**src/hdl/vpt_ram.sv**
```systemverilog
// vpt_ram: generic simple dual-port ram, one write and one registered read port
// no dependencies
module vpt_ram #(
  parameter int WIDTH = 8,
  parameter int DEPTH = 16
) (
  input  logic                                  clk,
  input  logic                                  we,
  input  logic [((DEPTH > 1) ? $clog2(DEPTH) : 1)-1:0] waddr,
  input  logic [WIDTH-1:0]                      wdata,
  input  logic                                  re,
  input  logic [((DEPTH > 1) ? $clog2(DEPTH) : 1)-1:0] raddr,
  output logic [WIDTH-1:0]                      rdata
);

  logic [WIDTH-1:0] mem [DEPTH];

  always_ff @(posedge clk) begin
    if (we) begin
      mem[waddr] <= wdata;
    end
    if (re) begin
      rdata <= mem[raddr];
    end
  end

endmodule

```
**config.mk**
```make
export PLATFORM = sky130hd
export DESIGN_NAME = vpt_ram
export DESIGN_NICKNAME = d
export VERILOG_FILES = /design/src/hdl/vpt_ram.sv
export SDC_FILE = /design/constraint.sdc
export NUM_CORES = 1
export LEC_CHECK = 0
export ABC_AREA = 1
export BUFFER_PORTS_ARGS = -buffer_cell sky130_fd_sc_hd__clkbuf_2
export CORE_UTILIZATION = 45
export DETAILED_ROUTE_END_ITERATION = 12
export GPL_TIMING_DRIVEN = 0
export PLACE_DENSITY = 0.65
export SYNTH_ARGS = -nofsm -noshare
export SYNTH_HDL_FRONTEND = slang
export SYNTH_SLANG_ARGS = --single-unit
```
**constraint.sdc**
```tcl
create_clock -name clk -period 1.7 [get_ports clk]
set_input_delay 0.085 -clock clk [delete_from_list [all_inputs] [get_ports clk]]
set_output_delay 0.085 -clock clk [all_outputs]
set_load 0.02 [all_outputs]
```
; After elaboration in Yosys (flattened, before gate mapping)
; Memories as Yosys holds them, arrays and structs flattened. A register that Yosys moved wholly into a read port is not among the register bits.
; Cells that the tools add are included.
[classes]
n_shift = 0
magnitude_cmp = 0
n_reduce_logical = 0
n_mux = 2
multipliers = 0
n_addsub = 0
eq_ne = 0
div = 0
bitwise = 0
[op_table]
columns = operator, n
row1 = 2-to-1 mux 1 bit, 2
[word_totals]
romBits = 0
word_cells = 3
latch_bits = 0
mem_bits_rw = 128
input_bits = 19
memories = 1
ff_bits = 0
[memory_table]
columns = memory, words, width, read_ports, rd_ports_with_merged_regs, wr, line
row1 = mem, 16, 8, 1, 1, 1, 16  ; logic [WIDTH-1:0] mem [DEPTH];

; Longest topological paths before layout
; Gate-level depths: netlist (run 1).
[depth]
depth_word = 2
mapped_depth = 8
mapped_depth_nobuf = 7

; Worst setup path after synthesis (run 1)
; OpenSTA, ideal clock, no wires.
[synth_timing]
path_kind = input port to flip-flop
start = in waddr[2] in the netlist's numbering
end = mem mem[10][0], enable pin
t_required_ns = 1.330
path_buffers = 0
cell_stages = 2
t_arrival_ns = 0.666
slack_ns = 0.664
cell_sequence = nand3b_1 -> nor2_1
[synth_rtl]
columns = element, line
row1 = "start, declared", 9  ; input logic [((DEPTH > 1) ? $clog2(DEPTH) : 1)-1:0] waddr,
row2 = "end, declared", 16
; No word-level cell before the write port.

; Worst setup path after layout (run 1)
[layout_timing]
start = in waddr[3] in the netlist's numbering
end = mem mem[5][5], enable pin
; No word-level cell before the write port.

==> summary.md, run 1 <==
| Metric | Value |
|---|---|
| WP data required | 1.74 ns |
| Non-Filler Instances | 778 |
| Critical path launch point type | input pin |
| Minimum hold slack | 0.0130 ns |
| Combinational Power Share | 6.6% |
| Peak VDD IR | 642 uV |
| DR vias/cell | 4.94 |
| Num CTS Buffers | 17 |
| Setup Viol. Count Final | 0 |
| Int Power | 0.00589 W |
| Via Count | 3841 |
| GRT overflow | 0 |
| Final setup skew | 0.00473 ns |
| Syn_area_per_cell | 10.6 um2 |
| Clock power share | 43.2% |
| Post-route minimum period | 1.18 ns |
| Crit end category | flip-flop |
| Switching share of total power | 22.3% |
| Final worst slack | 0.522 ns |
| Power share of the sequential group | 50.1% |
| Hold Buf Count CTS | 0 |
| CTS tree | built |
| Worst slack, placed | 0.0982 ns |
| Relative max-transition margin | 31.7% |
| Port-buffer cells | 23 |
| Final-stage net count | 612 |
| Drt pass-1 iters | 5 |
| Tightest Pin Transition | 1.02 ns |
| Final hold viol count | 0 |
| Initial antenna violation count | 0 |
| Routed wire length | 13900 um |
| Critical path data arrival time | 1.22 ns |
| Routed WL per cell | 17.9 um |
| Post-CTS sizing | 0 |
| Maximum clock rate | 849 MHz |
| DP HPWL | 9030 um |
| Htree depth | 4 |
| Worst-path clk slew | 0.05 ns |
| Overall power | 0.00758 W |
| Leak | 2.88 nW |
| Clock tree buffer depth | 2 |
| Hold WC Path Type | input pin to flip-flop |
| Clock Sinks | 136 |
| Layout cells sized above 1 | 12.0% |
| Total GRT Usage | 22.7% |
| Core area | 12600 um2 |
| Die span in x | 116 um |
| Setup bufs post-CTS | 0 |
| Cell Area, Synth | 5850 um2 |
| # DRC | 0 |
| Initial Utilization | 46.3% |
| Syn nets | 570 |
| Largest net degree at the start of global routing | 17 |
| RePlAce Congestion | 0.873 |
| Most frequent cells in the layout | 173 x nand2_1, 136 x edfxtp_1, 100 x inv_1 |
| Syn Inst Count | 551 |
| Clock root buffer | clkbuf_16 |
| Netlist cell types | 11 |
| First-pass GRT wire length | 20900 um |
| Commonest non-fill, non-tap cell in the layout | nand2_1 |
| Worst-path fanout max | 8 |
| Final antenna-violating net count | 0 |
| Final Cycle Share | 69.3% |
| Die Span Y | 116 um |
| Power Density | 1130 nW/um2 |
| Drt first-iter violations | 313 |
| Syn-to-layout area delta | 14.6% |
| Clock Latency Late Sink | 0.42 ns |
| Placed insts | 746 |
| Ant. Diodes | 0 |
| # IOs | 27 |
| Vias in the first global route | 3706 |
| # rows | 41 |
| Total Neg Setup Slack | 0 ns |
| DIE AREA | 13500 um2 |
| Psw | 0.00169 W |
| Setup CP Type | input pin to flip-flop |
| RSZ-0062 raised after global routing | no |
| Synth Register Bits | 136 |
| Slew Viols, Final | 0 |
| Register area share after synthesis | 69.8% |
| Max Cap Violations | 0 |
| YS warnings | 0 |
| Status | completed |
[critical path, stage by stage]
cell	delay, ns
clkbuf_2	0.10
nand3b_1	0.22
nor2_1	0.80
[power by group through the flow]
stage | registers, W | logic, W | clock network, W
6_report | 0.00380 | 0.000503 | 0.00328
4_1_cts | 0.00380 | 0.000500 | 0.00330
2_1_floorplan | 0.00389 | 0.000265 | 0
5_1_grt | 0.00380 | 0.000549 | 0.00344
3_3_place_gp | 0.00386 | 0.000486 | 0
3_5_place_dp | 0.00387 | 0.000497 | 0
[cells in the mapped netlist (all sizes together)]
| cell type | number | area share [%] |
|---|---|---|
| inv | 102 | 6.5 |
| nand3b | 2 | 0.26 |
| nand3 | 97 | 8.3 |
| edfxtp | 136 | 70 |
| buf | 24 | 2.8 |
| nand2 | 173 | 11 |
| nor2 | 17 | 1.1 |
[path summary, 6_finish.rpt]
kind,start,end,slack (ns),cells past startpoint
min reg2reg,mem[4][6],rdata[6],0.77,6
max reg2reg,mem[8][3],rdata[3],0.53,6
min,re,rdata[0],0.01,1
max,waddr[3],mem[5][5],0.52,3
[area by class of cell]
type | instances | area (um2)
fillers | 1132 | 5920
flip-flops and latches | 136 | 4080
multi-input cells | 289 | 1210
clock buffers | 20 | 437
inverters | 102 | 383
well taps | 172 | 215
plain buffers | 24 | 166
repair buffers | 23 | 115
clock inverters | 12 | 85.1
[logic make-up after synthesis]
logic type	synth area share, %
buffers and inverters	9.39
flip-flops	69.8
AND/OR/NAND/NOR	20.8
[routing by layer]
metal  part of all wire (%)  track usage [%]  up-vias
met2                     47             35.1      143
li1                       -                -     1872
met5                      0                0        -
met3                    6.0             5.13       25
met4                    2.7             12.6        0
met1                     44             29.7     1801
[sequential cells by signal, summed over array words and instances (netlist names)]
register,flops
mem,128
rdata,8
[stage by stage]
step | cell area, um2 | util (%)
3_3_place_gp | 6180 | 48.9
4_1_cts | 6700 | 53.1
6_report | 6700 | 53.1
5_1_grt | 6700 | 53.1
3_5_place_dp | 6180 | 48.9
2_1_floorplan | 5850 | -
No activity file was read; power rests on OpenSTA's default activity.
==> inputs of run 2 (changes only) <==
Settings changed: PLACE_DENSITY 0.65 to 0.68.
Clock period 1.7 ns to 1.05 ns, I/O delays scaled along.
==> summary.md, run 2 (synthesis results as in run 1) <==
| Metric | Value |
|---|---|
| Met2 WL | 6560 um (about the same) |
| Layout cells sized above 1 | 20.8% (was 12.0%) |
| Initial antenna violation count | 0 (unchanged) |
| Die Span Y | 116 um (unchanged) |
| Setup CP Type | flip-flop to flip-flop (was input pin to flip-flop) |
| Largest register FFs | 128 (unchanged) |
| Worst-path clk slew | 0.06 ns (was 0.05 ns) |
| RSZ-0062 raised after global routing | yes (was no) |
| Clock tree buffer depth | 2 (unchanged) |
| Most frequent cells in the layout | 164 x nand2_1, 136 x edfxtp_1, 99 x inv_1 (was 173 x nand2_1, 136 x edfxtp_1, 100 x inv_1) |
| R2r startpoint | mem[1][3] (was mem[8][3]) |
| Peak VDD IR | 793 uV (was 642 uV) |
| # DRC | 0 (unchanged) |
| Slew Viols, Final | 0 (unchanged) |
| Core area | 12600 um2 (unchanged) |
| Num CTS Buffers | 17 (unchanged) |
| RePlAce Congestion | 0.892 (was 0.873) |
| Routed length on met1 | 6170 um (was 6140 um) |
| Port-buffer cells | 23 (unchanged) |
| HP Start | raddr[2] (was re) |
| Final-stage net count | 613 (was 612) |
| Vias in the first global route | 3830 (was 3706) |
| Status | complete, but fails checks (was completed) |
| Htree depth | 4 (unchanged) |
| Post-route minimum period | 1.11 ns |
| Crit end category | flip-flop (unchanged) |
| Reg with most FFs | mem (unchanged) |
| Critical path data arrival time | 1.29 ns (was 1.22 ns) |
| Drt first-iter violations | 403 (was 313) |
| Placed Area | 6180 um2 (unchanged) |
| Total Neg Setup Slack | -0.414 ns (was 0 ns) |
| Clock root buffer | clkbuf_16 (unchanged) |
| DR vias/cell | 5.08 (was 4.94) |
| Final setup skew | 0.00666 ns (was 0.00473 ns) |
| Worst R2R Path Depth | 6 (unchanged) |
| Overall power | 0.0127 W (was 0.00758 W) |
| Leak | 2.96 nW (was 2.88 nW) |
| Setup Viol. Count Final | 8 (was 0) |
| CP startpoint | mem[1][3] (was waddr[3]) |
| WP data required | 1.22 ns (was 1.74 ns) |
| Largest registers | mem: 128 flops, rdata: 8 flops (unchanged) |
| Commonest non-fill, non-tap cell in the layout | nand2_1 (unchanged) |
| Hold WC Path Type | input pin to flip-flop (unchanged) |
| Relative max-transition margin | 52.7% (was 31.7%) |
| GRT overflow | 0 (unchanged) |
| Power Density | 1830 nW/um2 (was 1130 nW/um2) |
| Drt pass-1 iters | 6 (was 5) |
| DIE AREA | 13500 um2 (unchanged) |
| Final hold viol count | 0 (unchanged) |
| DR top layer | met4 (unchanged) |
| Clock Sinks | 136 (unchanged) |
| # IOs | 27 (unchanged) |
| Design area | 6940 um2 (was 6700 um2) |
| Via Count | 3950 (was 3841) |
| Syn-to-layout area delta | 18.7% (was 14.6%) |
| Setup bufs post-CTS | 0 (unchanged) |
| Final Cycle Share | 106% |
| CTS tree | built (unchanged) |
| Worst slack, placed | -0.486 ns (was 0.0982 ns) |
| Worst-path fanout max | 1 (was 8) |
| Metal3 WL | 943 um (was 835 um) |
| Clock Latency Late Sink | 0.42 ns (about the same) |
| Critical path launch point type | flip-flop (was input pin) |
| # rows | 41 (unchanged) |
| Tightest Pin Transition | 0.707 ns (was 1.02 ns) |
| First-pass GRT wire length | 21300 um (was 20900 um) |
| Cell count of the worst hold path | 4 (was 1) |
| Largest net degree at the start of global routing | 17 (unchanged) |
| Final antenna-violating net count | 0 (unchanged) |
| Routed wire length | 14100 um (was 13900 um) |
| Final Core Density | 55.0% (was 53.1%) |
| DP HPWL | 9060 um (was 9030 um) |
| Failing checks | negative setup slack |
| Final worst slack | -0.0635 ns (was 0.522 ns) |
| Ant. Diodes | 0 (unchanged) |
| Routed WL per cell | 18.1 um (was 17.9 um) |
| Max Cap Violations | 0 (unchanged) |
| Maximum clock rate | 898 MHz |
| Total GRT Usage | 22.7% (about the same) |
| Die span in x | 116 um (unchanged) |
| Initial Utilization | 46.3% (unchanged) |
-- run 2: final cells by class --
type / count / area (um2)
buffer: 24 / 166
clock buffer: 18 / 429
clock inverter: 13 / 133
fill: 1121 / 5680
inverter: 102 / 383
multi-input combinational: 289 / 1400
sequential: 136 / 4080
tap: 172 / 215
timing repair buffer: 24 / 125
-- run 2: power by group --
group / switching, W / total, W / internal [W]
sequential: 0.0000286 / 0.00615 / 0.00612
clock: 0.00221 / 0.00566 / 0.00345
combinational: 0.000642 / 0.000897 / 0.000254
-- run 2: layer usage --
metal,GRT usage (%),up-vias
met5,0,-
met4,11.1,0
met3,4.50,33
met2,35.5,167
met1,30.5,1885
li1,-,1865
-- run 2: final timing paths --
check	end	slack, ns
hold reg to reg	rdata[7]	0.78
setup / recovery	rdata[3]	-0.06
hold / removal	rdata[4]	0.14
setup reg to reg	rdata[3]	-0.06
-- run 2: what timing repair did --
item / in CTS / in global routing
endpoints found under the setup margin: 40 / 64
resized for setup: 30 / 19
hold buffers: 1 / 0
pin swaps: 15 / 3
endpoints found under the hold margin: 8 / 0
-- run 2: stage by stage --
| stage | cells | hold slack, ns |
|---|---|---|
| 3_3_place_gp | 746 | 0.396 |
| 6_report | 778 | 0.136 |
| 2_1_floorplan | 551 | 0.151 |
| 5_1_grt | 778 | 0.146 |
| 3_5_place_dp | 746 | 0.413 |
| 4_1_cts | 778 | 0.136 |
-- run 2: critical path: stages, from the launching register on --
cell and delay (ns):
edfxtp_1 0.37, inv_1 0.07, nand2_1 0.04, nand3_1 0.10, nand3_2 0.09, nand3_1 0.13
nand2_2 0.07
==> inputs of run 3 (changes only) <==
Settings changed: CAP_MARGIN set to 10, PLACE_DENSITY 0.68 to 0.62.
==> summary.md, run 3 (synthesis results as in run 1) <==
| Metric | Value |
|---|---|
| Final-stage net count | 613 (unchanged) |
| Ant. Diodes | 0 (unchanged) |
| Post-route minimum period | 1.14 ns (was 1.11 ns) |
| Final worst slack | -0.0881 ns (was -0.0635 ns) |
| Port-buffer cells | 23 (unchanged) |
| # rows | 41 (unchanged) |
| CTS tree | built (unchanged) |
| Crit end category | flip-flop (unchanged) |
| Tightest Pin Transition | 0.691 ns (was 0.707 ns) |
| Largest register FFs | 128 (unchanged) |
| Initial Utilization | 46.3% (unchanged) |
| Crit path top cell by count | nand2_1 (was nand3_1) |
| Die span in x | 116 um (unchanged) |
| Failing checks | negative setup slack (unchanged) |
| Drt pass-1 iters | 5 (was 6) |
| Clock tree buffer depth | 2 (unchanged) |
| Clock root buffer | clkbuf_16 (unchanged) |
| Final hold viol count | 0 (unchanged) |
| Overall power | 0.0131 W (was 0.0127 W) |
| RePlAce Congestion | 0.858 (was 0.892) |
| Setup CP Type | flip-flop to flip-flop (unchanged) |
| Most frequent cells in the layout | 161 x nand2_1, 136 x edfxtp_1, 100 x inv_1 (was 164 x nand2_1, 136 x edfxtp_1, 99 x inv_1) |
| Maximum clock rate | 879 MHz (was 898 MHz) |
| Initial antenna violation count | 0 (unchanged) |
| Drt first-iter violations | 238 (was 403) |
| WP data required | 1.21 ns (was 1.22 ns) |
| Crit path to | rdata[1] (was rdata[3]) |
| Hold WC Path Type | input pin to flip-flop (unchanged) |
| Routed wire length | 14000 um (was 14100 um) |
| Htree depth | 4 (unchanged) |
| Commonest non-fill, non-tap cell in the layout | nand2_1 (unchanged) |
| DR vias/cell | 4.99 (was 5.08) |
| Via Count | 3883 (was 3950) |
| CP startpoint | mem[2][1] (was mem[1][3]) |
| Power Density | 1850 nW/um2 (was 1830 nW/um2) |
| RSZ-0062 raised after global routing | yes (unchanged) |
| Critical path data arrival time | 1.30 ns (was 1.29 ns) |
| Largest registers | mem: 128 flops, rdata: 8 flops (unchanged) |
| Minimum hold slack | 0.122 ns (was 0.136 ns) |
| Final setup skew | 0.00710 ns (was 0.00666 ns) |
| CP max-delay cell | edfxtp_1 (unchanged) |
| Slew Viols, Final | 0 (unchanged) |
| Syn-to-layout area delta | 20.5% (was 18.7%) |
| Setup Viol. Count Final | 8 (unchanged) |
| DIE AREA | 13500 um2 (unchanged) |
| Leak | 3.01 nW (was 2.96 nW) |
| Max Cap Violations | 0 (unchanged) |
| Design area | 7050 um2 (was 6940 um2) |
| Layout cells sized above 1 | 22.8% (was 20.8%) |
| Worst-path cell chain | nand2_1 > nand2_1 > nand2_1 > nand3_2 > nand3_2 > nand2_1 (was inv_1 > nand2_1 > nand3_1 > nand3_2 > nand3_1 > nand2_2) |
| Final antenna-violating net count | 0 (unchanged) |
| Largest net degree at the start of global routing | 17 (unchanged) |
| Critical path launch point type | flip-flop (unchanged) |
| R2r startpoint | mem[2][1] (was mem[1][3]) |
| DP HPWL | 8930 um (was 9060 um) |
| Num CTS Buffers | 17 (unchanged) |
| GRT overflow | 0 (unchanged) |
| Total GRT Usage | 22.5% (was 22.7%) |
| R2R setup slack | -0.09 ns (was -0.06 ns) |
| Worst slack, placed | -0.547 ns (was -0.486 ns) |
| Worst-path fanout max | 1 (unchanged) |
| Worst-path clk slew | 0.05 ns (was 0.06 ns) |
| Final Cycle Share | 108% (was 106%) |
| # DRC | 0 (unchanged) |
| Relative max-transition margin | 53.8% (was 52.7%) |
| HP Start | wdata[2] (was raddr[2]) |
| Setup bufs post-CTS | 0 (unchanged) |
| First-pass GRT wire length | 21000 um (was 21300 um) |
| Peak VDD IR | 907 uV (was 793 uV) |
| Die Span Y | 116 um (unchanged) |
| Placed Area | 6180 um2 (unchanged) |
| Routed WL per cell | 18.0 um (was 18.1 um) |
| Status | complete, but fails checks (unchanged) |
| Clock Sinks | 136 (unchanged) |
| Vias in the first global route | 3696 (was 3830) |
| Final Core Density | 55.8% (was 55.0%) |
| Worst R2R Path Depth | 6 (unchanged) |
| Clock Latency Late Sink | 0.42 ns (about the same) |
| CP max stage delay | 0.37 ns (about the same) |
| Worst R2R End | rdata[1] (was rdata[3]) |
| # IOs | 27 (unchanged) |
| Core area | 12600 um2 (unchanged) |
| Reg with most FFs | mem (unchanged) |
-- run 3: power by group --
part           leakage [nW]  internal, W  switching, W  total [W]
Sequential             1.24      0.00612     0.0000288    0.00615
Clock                 0.287      0.00390       0.00209    0.00600
Combinational          1.49     0.000264      0.000647   0.000911
-- run 3: layout make-up --
cell class,instances,area [um2]
inverters,102,383
multi-input cells,289,1480
clock inverters,12,158
fillers,1128,5570
well taps,172,215
flip-flops and latches,136,4080
repair buffers,24,125
clock buffers,19,433
plain buffers,24,166
-- run 3: layer usage --
layer  track usage [%]  up-vias  routed length [um]
met2              35.3      149                6620
met5                 0        -                   0
met3              4.03       24                 840
li1                  -     1871                   -
met1              31.0     1839                6260
met4              9.49        0                 307
-- run 3: how the worst min path moves through the flow --
stage | to | slack, ns | depth (start not counted)
final | mem[3][2] | 0.12 | 1
after global routing | mem[3][2] | 0.15 | 1
after CTS | mem[0][2] | 0.13 | 1
after detailed placement | rdata[2] | 0.40 | 1
after global placement | rdata[1] | 0.40 | 1
after floorplan | mem[0][0] | 0.15 | 0
-- run 3: what timing repair did --
action / in CTS / in global routing
setup endpoints to repair: 56 / 55
gates resized for setup: 45 / 20
hold buffers: 1 / 0
endpoints found under the hold margin: 8 / 0
pin swaps: 30 / 11
-- run 3: worst max-delay path: cells and delay by family (launching register included) --
family / cells / cell delay [ns]
AND/OR/NAND/NOR: 6 / 0.52
flip-flops: 1 / 0.37
-- run 3: through the flow --
step / std cells / setup TNS, ns
6_report: 778 / -0.358
4_1_cts: 778 / -1.90
2_1_floorplan: 551 / 0
3_3_place_gp: 746 / -46.30
5_1_grt: 778 / -0.795
3_5_place_dp: 746 / -50.76
